===== config.mk =====
export PLATFORM = sky130hd
export DESIGN_NAME = timestamp_fraction_offset_formatter_unit
export DESIGN_NICKNAME = d
export VERILOG_FILES = /design/src/hdl/tsfo_pkg.sv /design/src/hdl/timestamp_fraction_offset_formatter_unit.sv
export VERILOG_INCLUDE_DIRS = /design/src /design/src/hdl
export SDC_FILE = /design/constraint.sdc
export NUM_CORES = 2
export LEC_CHECK = 0
export ABC_AREA = 1
export BUFFER_PORTS_ARGS = -buffer_cell sky130_fd_sc_hd__buf_2
export CORE_MARGIN = 1
export CORE_UTILIZATION = 60
export DETAILED_ROUTE_END_ITERATION = 10
export PLACE_DENSITY = 0.83
export SLEW_MARGIN = 20
export SYNTH_ARGS = -nofsm -noshare
export SYNTH_HDL_FRONTEND = slang
export SYNTH_SLANG_ARGS = --single-unit

===== constraint.sdc =====
create_clock -name clk_i -period 5.7 [get_ports clk_i]
set_input_delay 0.57 -clock clk_i [delete_from_list [all_inputs] [get_ports clk_i]]
set_output_delay 0.57 -clock clk_i [all_outputs]
set_load 0.005 [all_outputs]

===== src/hdl/timestamp_fraction_offset_formatter_unit_assert.svh =====
// Assertion macros for the timestamp tail formatter.
// Included by the top level; the macros expect clk_i and rst_ni in scope.
`ifndef TIMESTAMP_FRACTION_OFFSET_FORMATTER_UNIT_ASSERT_SVH
`define TIMESTAMP_FRACTION_OFFSET_FORMATTER_UNIT_ASSERT_SVH

`ifndef SYNTHESIS
// Same-cycle implication.
`define TSFO_ASSERT_IMP(lbl, ante, cons, msg) \
  lbl: assert property (@(posedge clk_i) disable iff (!rst_ni) (ante) |-> (cons)) \
    else $error(msg);
// Next-cycle implication.
`define TSFO_ASSERT_NXT(lbl, ante, cons, msg) \
  lbl: assert property (@(posedge clk_i) disable iff (!rst_ni) (ante) |=> (cons)) \
    else $error(msg);
`else
`define TSFO_ASSERT_IMP(lbl, ante, cons, msg)
`define TSFO_ASSERT_NXT(lbl, ante, cons, msg)
`endif

`endif


===== src/hdl/tsfo_pkg.sv =====
// Types, constants and helpers for the timestamp tail formatter.
// No dependencies; imported by the top level.
package tsfo_pkg;

  localparam int NANOS_W  = 30;
  localparam int OFFSET_W = 18;
  localparam int PREC_W   = 4;
  localparam int CFG_IDX_W = 2;
  localparam int CHAR_W   = 8;
  localparam int CNT_W    = 5;
  localparam int MAX_CHARS_N = 16;

  localparam logic [CNT_W-1:0]   MAX_CHARS = CNT_W'(MAX_CHARS_N);
  localparam logic [NANOS_W-1:0] NANOS_MAX = 30'd999999999;

  // Reciprocals for the constant divisions, each checked to give the exact
  // floor over the full range of its operand.
  localparam logic [30:0] RECIP_1000_WIDE = 31'd1099511628; // 2^40 / 1000
  localparam logic [20:0] RECIP_1000_NARR = 21'd1073742;    // 2^30 / 1000
  localparam logic [18:0] RECIP_3600      = 19'd298262;     // 2^30 / 3600
  localparam logic [14:0] RECIP_60        = 15'd17477;      // 2^20 / 60
  localparam logic [12:0] RECIP_100       = 13'd5243;       // 2^19 / 100
  localparam logic [7:0]  RECIP_10        = 8'd205;         // 2^11 / 10

  // Register indexes.
  localparam logic [CFG_IDX_W-1:0] REG_PRECISION = 2'd0;
  localparam logic [CFG_IDX_W-1:0] REG_FIXED     = 2'd1;

  localparam logic [PREC_W-1:0] PREC_NONE  = 4'd0;
  localparam logic [PREC_W-1:0] PREC_MILLI = 4'd3;
  localparam logic [PREC_W-1:0] PREC_MICRO = 4'd6;
  localparam logic [PREC_W-1:0] PREC_NANO  = 4'd9;

  localparam logic [CHAR_W-1:0] CH_ZERO  = 8'h30;
  localparam logic [CHAR_W-1:0] CH_ZULU  = 8'h5A;
  localparam logic [CHAR_W-1:0] CH_PLUS  = 8'h2B;
  localparam logic [CHAR_W-1:0] CH_MINUS = 8'h2D;
  localparam logic [CHAR_W-1:0] CH_COLON = 8'h3A;
  localparam logic [CHAR_W-1:0] CH_DOT   = 8'h2E;
  localparam logic [CHAR_W-1:0] CH_NUL   = 8'h00;

  typedef enum logic [1:0] {
    FRAC_NONE,
    FRAC_MILLI,
    FRAC_MICRO,
    FRAC_NANO
  } frac_len_e;

  typedef enum logic [1:0] {
    OFF_NONE,
    OFF_ZULU,
    OFF_FULL
  } off_kind_e;

  function automatic logic [CHAR_W-1:0] dig_char(logic [3:0] d);
    return CH_ZERO | {4'h0, d};
  endfunction

endpackage


===== src/hdl/timestamp_fraction_offset_formatter_unit.sv =====
// Top level of the timestamp tail formatter: arithmetic pipeline and output
// serialiser. Depends on tsfo_pkg and timestamp_fraction_offset_formatter_unit_assert.svh.
//
// Usage:
//   Input channel (in_valid_i / in_stall_o) carries nanos_i, offset_seconds_i
//   and has_offset_i. Output channel (out_valid_o / out_stall_i) carries one
//   ASCII character per transaction on out_char_o, with last_char_o marking the
//   final character of an item. An item that yields no characters produces no
//   output transaction at all.
//   The configuration channel (cfg_valid_i / cfg_ready_o) writes precision
//   (index 0) and fixed-width mode (index 1); it is always ready and must only
//   be used while the block is idle.
//   An accepted item passes seven pipeline stages and the output register
//   before its first character is presented. Throughput: one character per
//   cycle while out_stall_i is low. An item of n characters (at most 16)
//   holds the output shift register until all n are taken, which sets the
//   sustained rate; up to seven further items queue in the pipeline meanwhile.
//   When the receiver stalls, the current character holds and the pipeline
//   fills, after which in_stall_o rises. Reset empties the pipeline, sets
//   precision to nine digits and selects trimmed mode.
module timestamp_fraction_offset_formatter_unit
  import tsfo_pkg::*;
(
  input  logic                        clk_i,
  input  logic                        rst_ni,
  input  logic                        in_valid_i,
  output logic                        in_stall_o,
  input  logic [NANOS_W-1:0]          nanos_i,
  input  logic signed [OFFSET_W-1:0]  offset_seconds_i,
  input  logic                        has_offset_i,
  output logic                        out_valid_o,
  input  logic                        out_stall_i,
  output logic [CHAR_W-1:0]           out_char_o,
  output logic                        last_char_o,
  input  logic                        cfg_valid_i,
  output logic                        cfg_ready_o,
  input  logic [CFG_IDX_W-1:0]        cfg_index_i,
  input  logic [PREC_W-1:0]           cfg_data_i
);

`include "timestamp_fraction_offset_formatter_unit_assert.svh"

  localparam int NSTAGE = 7;

  // Configuration registers.
  logic [PREC_W-1:0] prec_q;
  logic              fixed_q;

  // Pipeline control.
  logic [NSTAGE:1] s_valid_q, s_valid_d;
  logic [NSTAGE:1] stage_en;

  // Stage 1: saturated nanos, offset magnitude.
  logic [NANOS_W-1:0]  s1_ns_q, s1_ns_d;
  logic [OFFSET_W-1:0] s1_mag_q, s1_mag_d;
  logic                s1_neg_q;
  off_kind_e           s1_kind_q, s1_kind_d;

  // Stage 2: reciprocal products.
  logic [NANOS_W-1:0]  s2_ns_q;
  logic [OFFSET_W-1:0] s2_mag_q;
  logic                s2_neg_q;
  off_kind_e           s2_kind_q;
  logic [60:0]         s2_p1_q, s2_p1_d;
  logic [36:0]         s2_hp_q, s2_hp_d;

  // Stage 3: microsecond count, nanosecond group, hours, leftover seconds.
  logic [19:0]         s3_q1_q, s3_q1_d;
  logic [9:0]          s3_nn_q, s3_nn_d;
  logic [5:0]          s3_hours_q, s3_hours_d;
  logic [11:0]         s3_rem_q, s3_rem_d;
  logic                s3_neg_q;
  off_kind_e           s3_kind_q;
  logic [29:0]         s3_nn_full;
  logic [17:0]         s3_rem_full;

  // Stage 4: second-level reciprocal products.
  logic [19:0]         s4_q1_q;
  logic [9:0]          s4_nn_q;
  logic [5:0]          s4_hours_q;
  logic                s4_neg_q;
  off_kind_e           s4_kind_q;
  logic [40:0]         s4_msp_q, s4_msp_d;
  logic [26:0]         s4_minp_q, s4_minp_d;

  // Stage 5: the three groups, minutes and fraction length.
  logic [9:0]          s5_grp_q [3];
  logic [9:0]          s5_grp_d [3];
  logic [5:0]          s5_hours_q;
  logic [5:0]          s5_min_q, s5_min_d;
  logic                s5_neg_q;
  off_kind_e           s5_kind_q;
  frac_len_e           s5_frac_q, s5_frac_d;
  logic [19:0]         s5_us_full;
  logic                s5_any;

  // Stage 6: hundreds digits and offset digits.
  logic [3:0]          s6_hund_q [3];
  logic [3:0]          s6_hund_d [3];
  logic [6:0]          s6_r_q [3];
  logic [6:0]          s6_r_d [3];
  logic [3:0]          s6_ht_q, s6_ht_d, s6_hu_q, s6_hu_d;
  logic [3:0]          s6_mt_q, s6_mt_d, s6_mu_q, s6_mu_d;
  logic                s6_neg_q;
  off_kind_e           s6_kind_q;
  frac_len_e           s6_frac_q;
  logic [22:0]         s6_hprod [3];
  logic [9:0]          s6_rfull [3];
  logic [14:0]         s6_htp, s6_mtp;
  logic [5:0]          s6_hu_full, s6_mu_full;

  // Stage 7: assembled characters.
  logic [CHAR_W-1:0]   s7_chars_q [MAX_CHARS_N];
  logic [CHAR_W-1:0]   s7_chars_d [MAX_CHARS_N];
  logic [CNT_W-1:0]    s7_cnt_q, s7_cnt_d;
  logic [3:0]          s7_tens [3];
  logic [3:0]          s7_units [3];
  logic [14:0]         s7_tprod [3];
  logic [6:0]          s7_ufull [3];
  logic [CHAR_W-1:0]   frac_chars [MAX_CHARS_N];
  logic [CHAR_W-1:0]   off_chars [8];
  logic [CNT_W-1:0]    frac_n, off_n;
  logic [CNT_W-1:0]    rel_idx;

  // Output shift register.
  logic [CHAR_W-1:0]   buf_q [MAX_CHARS_N];
  logic [CHAR_W-1:0]   buf_d [MAX_CHARS_N];
  logic [CNT_W-1:0]    rem_q, rem_d;
  logic                out_valid_q, out_valid_d;
  logic                out_acc, ser_free, ser_load;

  // ---------------------------------------------------------------------------
  // Configuration.
  assign cfg_ready_o = 1'b1;

  always_ff @(posedge clk_i or negedge rst_ni) begin
    if (!rst_ni) begin
      prec_q  <= PREC_NANO;
      fixed_q <= 1'b0;
    end else if (cfg_valid_i && cfg_ready_o) begin
      case (cfg_index_i)
        REG_PRECISION: prec_q  <= cfg_data_i;
        REG_FIXED:     fixed_q <= cfg_data_i[0];
        default: begin
        end
      endcase
    end
  end

  // ---------------------------------------------------------------------------
  // Pipeline control: a stage loads when it is empty or its content moves on.
  assign out_acc  = out_valid_q && !out_stall_i;
  assign ser_free = !out_valid_q || (!out_stall_i && (rem_q == CNT_W'(1)));
  assign ser_load = ser_free && s_valid_q[NSTAGE] && (s7_cnt_q != '0);

  always_comb begin
    stage_en[NSTAGE] = !s_valid_q[NSTAGE] || ser_free || (s7_cnt_q == '0);
    for (int k = NSTAGE - 1; k >= 1; k--) begin
      stage_en[k] = !s_valid_q[k] || stage_en[k+1];
    end
    s_valid_d[1] = stage_en[1] ? in_valid_i : s_valid_q[1];
    for (int k = 2; k <= NSTAGE; k++) begin
      s_valid_d[k] = stage_en[k] ? s_valid_q[k-1] : s_valid_q[k];
    end
  end

  assign in_stall_o = !stage_en[1];

  always_ff @(posedge clk_i or negedge rst_ni) begin
    if (!rst_ni) begin
      s_valid_q <= '0;
    end else begin
      s_valid_q <= s_valid_d;
    end
  end

  // ---------------------------------------------------------------------------
  // Datapath, combinational part of each stage.
  always_comb begin
    s1_ns_d  = (nanos_i > NANOS_MAX) ? NANOS_MAX : nanos_i;
    s1_mag_d = offset_seconds_i[OFFSET_W-1] ? (~offset_seconds_i + 18'sd1)
                                            : offset_seconds_i;
    if (!has_offset_i) begin
      s1_kind_d = OFF_NONE;
    end else if (offset_seconds_i == '0) begin
      s1_kind_d = OFF_ZULU;
    end else begin
      s1_kind_d = OFF_FULL;
    end
  end

  assign s2_p1_d = 61'(s1_ns_q) * 61'(RECIP_1000_WIDE);
  assign s2_hp_d = 37'(s1_mag_q) * 37'(RECIP_3600);

  always_comb begin
    s3_q1_d     = s2_p1_q[59:40];
    s3_nn_full  = s2_ns_q - (30'(s3_q1_d) * 30'd1000);
    s3_nn_d     = s3_nn_full[9:0];
    s3_hours_d  = s2_hp_q[35:30];
    s3_rem_full = s2_mag_q - (18'(s3_hours_d) * 18'd3600);
    s3_rem_d    = s3_rem_full[11:0];
  end

  assign s4_msp_d  = 41'(s3_q1_q) * 41'(RECIP_1000_NARR);
  assign s4_minp_d = 27'(s3_rem_q) * 27'(RECIP_60);

  always_comb begin
    s5_grp_d[0] = s4_msp_q[39:30];
    s5_us_full  = s4_q1_q - (20'(s5_grp_d[0]) * 20'd1000);
    s5_grp_d[1] = s5_us_full[9:0];
    s5_grp_d[2] = s4_nn_q;
    s5_min_d    = s4_minp_q[25:20];
    s5_any      = (s5_grp_d[0] != '0) || (s5_grp_d[1] != '0) || (s5_grp_d[2] != '0);

    if ((prec_q == PREC_NONE) || !(s5_any || fixed_q)) begin
      s5_frac_d = FRAC_NONE;
    end else if (fixed_q) begin
      case (prec_q)
        PREC_MILLI: s5_frac_d = FRAC_MILLI;
        PREC_MICRO: s5_frac_d = FRAC_MICRO;
        default:    s5_frac_d = FRAC_NANO;
      endcase
    end else if ((s5_grp_d[2] != '0) && (prec_q == PREC_NANO)) begin
      s5_frac_d = FRAC_NANO;
    end else if ((s5_grp_d[1] != '0) && (prec_q >= PREC_MICRO)) begin
      s5_frac_d = FRAC_MICRO;
    end else if ((s5_grp_d[0] != '0) && (prec_q >= PREC_MILLI)) begin
      s5_frac_d = FRAC_MILLI;
    end else begin
      s5_frac_d = FRAC_NONE;
    end
  end

  always_comb begin
    for (int g = 0; g < 3; g++) begin
      s6_hprod[g] = 23'(s5_grp_q[g]) * 23'(RECIP_100);
      s6_hund_d[g] = s6_hprod[g][22:19];
      s6_rfull[g] = s5_grp_q[g] - (10'(s6_hund_d[g]) * 10'd100);
      s6_r_d[g]   = s6_rfull[g][6:0];
    end
    s6_htp     = 15'(s5_hours_q) * 15'(RECIP_10);
    s6_ht_d    = s6_htp[14:11];
    s6_hu_full = s5_hours_q - (6'(s6_ht_d) * 6'd10);
    s6_hu_d    = s6_hu_full[3:0];
    s6_mtp     = 15'(s5_min_q) * 15'(RECIP_10);
    s6_mt_d    = s6_mtp[14:11];
    s6_mu_full = s5_min_q - (6'(s6_mt_d) * 6'd10);
    s6_mu_d    = s6_mu_full[3:0];
  end

  always_comb begin
    for (int g = 0; g < 3; g++) begin
      s7_tprod[g] = 15'(s6_r_q[g]) * 15'(RECIP_10);
      s7_tens[g]  = s7_tprod[g][14:11];
      s7_ufull[g] = s6_r_q[g] - (7'(s7_tens[g]) * 7'd10);
      s7_units[g] = s7_ufull[g][3:0];
    end

    for (int i = 0; i < MAX_CHARS_N; i++) begin
      frac_chars[i] = CH_NUL;
    end
    frac_chars[0] = CH_DOT;
    for (int g = 0; g < 3; g++) begin
      frac_chars[1 + 3*g] = dig_char(s6_hund_q[g]);
      frac_chars[2 + 3*g] = dig_char(s7_tens[g]);
      frac_chars[3 + 3*g] = dig_char(s7_units[g]);
    end

    off_chars[0] = (s6_kind_q == OFF_ZULU) ? CH_ZULU : (s6_neg_q ? CH_MINUS : CH_PLUS);
    off_chars[1] = dig_char(s6_ht_q);
    off_chars[2] = dig_char(s6_hu_q);
    off_chars[3] = CH_COLON;
    off_chars[4] = dig_char(s6_mt_q);
    off_chars[5] = dig_char(s6_mu_q);
    off_chars[6] = CH_NUL;
    off_chars[7] = CH_NUL;

    case (s6_frac_q)
      FRAC_MILLI: frac_n = CNT_W'(4);
      FRAC_MICRO: frac_n = CNT_W'(7);
      FRAC_NANO:  frac_n = CNT_W'(10);
      default:    frac_n = '0;
    endcase
    case (s6_kind_q)
      OFF_ZULU: off_n = CNT_W'(1);
      OFF_FULL: off_n = CNT_W'(6);
      default:  off_n = '0;
    endcase
    s7_cnt_d = frac_n + off_n;

    // The offset text follows the fraction, wherever that ends.
    rel_idx = '0;
    for (int i = 0; i < MAX_CHARS_N; i++) begin
      rel_idx = CNT_W'(i) - frac_n;
      if (CNT_W'(i) < frac_n) begin
        s7_chars_d[i] = frac_chars[i];
      end else if (rel_idx < off_n) begin
        s7_chars_d[i] = off_chars[rel_idx[2:0]];
      end else begin
        s7_chars_d[i] = CH_NUL;
      end
    end
  end

  // ---------------------------------------------------------------------------
  // Datapath registers; payload carries no reset.
  always_ff @(posedge clk_i) begin
    if (stage_en[1]) begin
      s1_ns_q   <= s1_ns_d;
      s1_mag_q  <= s1_mag_d;
      s1_neg_q  <= offset_seconds_i[OFFSET_W-1];
      s1_kind_q <= s1_kind_d;
    end
    if (stage_en[2]) begin
      s2_ns_q   <= s1_ns_q;
      s2_mag_q  <= s1_mag_q;
      s2_neg_q  <= s1_neg_q;
      s2_kind_q <= s1_kind_q;
      s2_p1_q   <= s2_p1_d;
      s2_hp_q   <= s2_hp_d;
    end
    if (stage_en[3]) begin
      s3_q1_q    <= s3_q1_d;
      s3_nn_q    <= s3_nn_d;
      s3_hours_q <= s3_hours_d;
      s3_rem_q   <= s3_rem_d;
      s3_neg_q   <= s2_neg_q;
      s3_kind_q  <= s2_kind_q;
    end
    if (stage_en[4]) begin
      s4_q1_q    <= s3_q1_q;
      s4_nn_q    <= s3_nn_q;
      s4_hours_q <= s3_hours_q;
      s4_neg_q   <= s3_neg_q;
      s4_kind_q  <= s3_kind_q;
      s4_msp_q   <= s4_msp_d;
      s4_minp_q  <= s4_minp_d;
    end
    if (stage_en[5]) begin
      s5_grp_q   <= s5_grp_d;
      s5_hours_q <= s4_hours_q;
      s5_min_q   <= s5_min_d;
      s5_neg_q   <= s4_neg_q;
      s5_kind_q  <= s4_kind_q;
      s5_frac_q  <= s5_frac_d;
    end
    if (stage_en[6]) begin
      s6_hund_q <= s6_hund_d;
      s6_r_q    <= s6_r_d;
      s6_ht_q   <= s6_ht_d;
      s6_hu_q   <= s6_hu_d;
      s6_mt_q   <= s6_mt_d;
      s6_mu_q   <= s6_mu_d;
      s6_neg_q  <= s5_neg_q;
      s6_kind_q <= s5_kind_q;
      s6_frac_q <= s5_frac_q;
    end
    if (stage_en[7]) begin
      s7_chars_q <= s7_chars_d;
      s7_cnt_q   <= s7_cnt_d;
    end
  end

  // ---------------------------------------------------------------------------
  // Output shift register: character zero is always the one on offer.
  always_comb begin
    buf_d       = buf_q;
    rem_d       = rem_q;
    out_valid_d = out_valid_q;
    if (ser_load) begin
      buf_d       = s7_chars_q;
      rem_d       = s7_cnt_q;
      out_valid_d = 1'b1;
    end else if (out_acc) begin
      for (int i = 0; i < MAX_CHARS_N - 1; i++) begin
        buf_d[i] = buf_q[i+1];
      end
      buf_d[MAX_CHARS_N-1] = CH_NUL;
      rem_d       = rem_q - CNT_W'(1);
      out_valid_d = (rem_q != CNT_W'(1));
    end
  end

  always_ff @(posedge clk_i or negedge rst_ni) begin
    if (!rst_ni) begin
      out_valid_q <= 1'b0;
      rem_q       <= '0;
    end else begin
      out_valid_q <= out_valid_d;
      rem_q       <= rem_d;
    end
  end

  always_ff @(posedge clk_i) begin
    buf_q <= buf_d;
  end

  assign out_valid_o = out_valid_q;
  assign out_char_o  = buf_q[0];
  assign last_char_o = (rem_q == CNT_W'(1));

  // ---------------------------------------------------------------------------
  // Assertions.
  `TSFO_ASSERT_IMP(a_out_cnt, out_valid_q, (rem_q != '0) && (rem_q <= MAX_CHARS), "bad count")
  `TSFO_ASSERT_NXT(a_in_enters_pipe, in_valid_i && !in_stall_o, s_valid_q[1], "transaction lost")
  `TSFO_ASSERT_NXT(a_last_drains, out_acc && last_char_o && !ser_load, !out_valid_q, "no drain")
  `TSFO_ASSERT_IMP(a_s7_count_range, s_valid_q[NSTAGE], s7_cnt_q <= MAX_CHARS, "long item")

endmodule

==> run_results.csv <==
group,metric,value,unit
routing,drt_first_pass_iters,6,
placed_design,place_area,0.0661,sq mm
global_routing,grt_max_degree,90,
routing,drt_iter0_markers,3198,
sta,fmax,164,MHz
global_routing,overflow,0,
sta,finalClockSkew,0.0499,ns
clock_network,clock_latency,0.69,ns
yosys,async_reset_ff_share,3.34,%
global_routing,grt_pass1_vias,47100,
status,status,"finished, violations left",
routing,via_count,44700,
cells_and_area,fin_nets,8645,
yosys,synth_edf_count,521,
floorplan,fp.coreArea,0.100,sq mm
yosys,avgSynthCellArea,9.69,sq um
yosys,synthTopCellsByArea,"edfxtp_1 (26%), ha_1 (25%), fa_1 (20%)",
clock_network,cts_buffers,59,
placed_design,pre_cts_ws,-0.459,ns
yosys,syn_area,0.0609,sq mm
sta,relSlewSlack,31.1,%
cells_and_area,seqCellArea,0.0161,sq mm
yosys,yosysTopAreaCellShare,25.7,%
yosys,netlist_instances,6286,
floorplan,initial_core_util,60.7,%
sta,worstMarginPinSlew,1.02,ns
routing,wl,152000,microns
cells_and_area,area_growth,14.8,%
min_path,hold_path_class,"in2reg",
worst_setup_path,startpoint_type,"flip-flop",
sta,worst_slack,-0.407,ns
yosys,yosys.area.top_type,"edfxtp_1",
worst_setup_path,crit_type,"reg2reg",
yosys,synthTopCellsByCount,"inv_1 (1460), ha_1 (1205), nand2_1 (985)",
routing,ant_nets,0,
worst_setup_path,cp-end-kind,"flip-flop",
global_routing,antenna_found_initial,2,
worst_setup_path,path_max_fanout,3,
clock_network,clk_pin_slew_worst_paths,0.07,ns
sta,hold_slack,0.124,ns
sta,rsz0062_at_grt,"yes",
clock_network,cts_tree,"done",
placed_design,gp_congestion,0.996,
global_routing,grt_use_total,30.1,%
floorplan,io_pins,72,
clock_network,cts_root_buf,"clkbuf_16",
worst_setup_path,worst-endpoint-arrival,6.51,ns
placed_design,dpl.hpwl,126000,microns
yosys,ys_seq_area_share,26.4,%
clock_network,clkSinkCount,539,
floorplan,dieArea,0.103,sq mm
job,cap_viol_max_count,0,
sta,setup_viol,23,
placed_design,port-buffer-count,69,
floorplan,die_h,321,microns
floorplan,die_w,321,microns
clock_network,htree_levels,2,
cells_and_area,fin_area,0.0699,sq mm
yosys,dominantRegCellSynth,"edfxtp_1",
cells_and_area,n_fill_cell,7171,
clock_network,clock_path_buffers,3,
cells_and_area,multi_input_area,0.0410,sq mm
sta,slew_violations,0,
status,violations,"setup timing",
placed_design,placed_cells,8002,
yosys,yosys.cell_count.top_type,"inv_1",
floorplan,fp-row-count,116,
routing,wl_per_cell,18.6,microns
cells_and_area,drive_above_1_share,14.4,%
sta,min_period,6.11,ns
cells_and_area,fin_cells,8175,
yosys,ys_ff_latch,539,
routing,viasPerCell,5.46,
routing,drc,0,
yosys,synth_cell_types,63,
global_routing,grt_first_pass_wirelength,241000,microns
yosys,yosys_warnings,0,
sta,hold_viol,0,
sta,fin_crit_sh,107,%
worst_setup_path,required,6.10,ns
layer usage:
layer  global-route usage (%)  vias up  routed length [microns]
met4                     13.0        2                     7310
li1                         -    21300                        -
met5                        0        -                       11
met1                     36.7    21600                    60600
met2                     52.9     1425                    76000
met3                     4.24      394                     8530
worst max-delay path, stage by stage, from the launching register on:
cell and delay (ns):
edfxtp_1 0.49, buf_6 0.18, ha_4 0.24, fa_2 0.39, fa_1 0.52, inv_1 0.06, fa_1 0.50, inv_1 0.05
fa_1 0.45, ha_1 0.35, fa_1 0.56, inv_1 0.06, fa_1 0.49, inv_2 0.05, ha_4 0.28, buf_4 0.12
nand2_4 0.07, nor2_4 0.12, nand4_1 0.22, nor2_2 0.19, nand3b_1 0.10, nand3_2 0.11, nand2_1 0.05, inv_1 0.07
nor2_1 0.04, nand2_1 0.05, nand2_1 0.04
layout by cell type (no fill, tap or decap), types with 32 or more instances in the layout:
| cell type | netlist | routed |
|---|---|---|
| buf_2 | 19 | 69 |
| ha_1 | 1205 | 1129 |
| fa_1 | 610 | 582 |
| nor3_1 | 51 | 43 |
| inv_2 | 11 | 54 |
| buf_4 | 15 | 367 |
| clkbuf_16 | 0 | 59 |
| a21o_1 | 33 | 33 |
| a21oi_1 | 243 | 203 |
| nor2_1 | 316 | 276 |
| inv_1 | 1460 | 1414 |
| o21ai_0 | 219 | 188 |
| nand4_1 | 43 | 43 |
| nand3_1 | 133 | 122 |
| nand2_1 | 985 | 933 |
| nand2_2 | 5 | 42 |
| ha_4 | 0 | 76 |
| xnor2_1 | 48 | 48 |
| xor2_1 | 95 | 89 |
| buf_6 | 0 | 32 |
| edfxtp_1 | 521 | 521 |
per-stage QoR:
stage               utilization, %  setup TNS [ns]
finish                        69.7           -6.86
CTS                           69.0           -5.03
global route                  69.7          -11.18
floorplan                        -           -1.23
global placement              65.9           -7.97
detailed placement            65.9           -9.45
registers in the layout, indices dropped and copies added (netlist names), 18 cells and up:
signal,flops
s7_chars_q,107
buf_q,105
s1_ns_q,30
s5_grp_q,30
s6_r_q,21
s2_p1_q,20
s3_q1_q,20
s1_mag_q,18
cells by family after synthesis:
group           after synthesis  share of synthesized area (%)
xor+xnor                    146                           2.15
simple gates               1622                           11.2
fa+ha+maj                  1815                           44.8
buf+inv                    1531                           9.57
other cells                   2                         0.0123
compound gates              631                           5.85
flops                       539                           26.4
worst paths after layout:
check	start	end	slack (ns)	cells after the start
worst max-delay path	s1_ns_q[5]$_SDFFCE_PN1N_	s2_p1_q[50]$_DFFE_PP_	-0.41	26
worst min-delay path	cfg_data_i[0]	prec_q[0]$_DFFE_PN1P_	0.12	3
worst max register to register	s1_ns_q[5]$_SDFFCE_PN1N_	s2_p1_q[50]$_DFFE_PP_	-0.41	26
worst min register to register	s3_nn_q[7]$_DFFE_PP_	s4_nn_q[7]$_DFFE_PP_	0.40	0
max in group asynchronous	rst_ni	s_valid_q[1]$_DFFE_PN0N_	4.76	2
min in group asynchronous	rst_ni	prec_q[2]$_DFFE_PN0P_	0.44	2
cell type report:
class                      instances  area share (%)
clock buffer                      69            2.17
sequential                       539            23.0
tap                             1357            2.43
clock inverter                    39           0.624
multi-input combinational       4219            58.7
antenna                            1         0.00358
timing repair buffer             475            5.14
inverter                        1476            7.93
what timing repair did:
action,CTS,global route
endpoints found under the setup margin,27,30
resized for setup,176,146
setup buffers,44,20
hold buffers,1,0
hold endpoints to repair,16,0
pin swaps,133,87
Power is left out: the tool's default activity adds up to more than one toggle a clock period on the data nets, which glitch-free logic cannot reach.
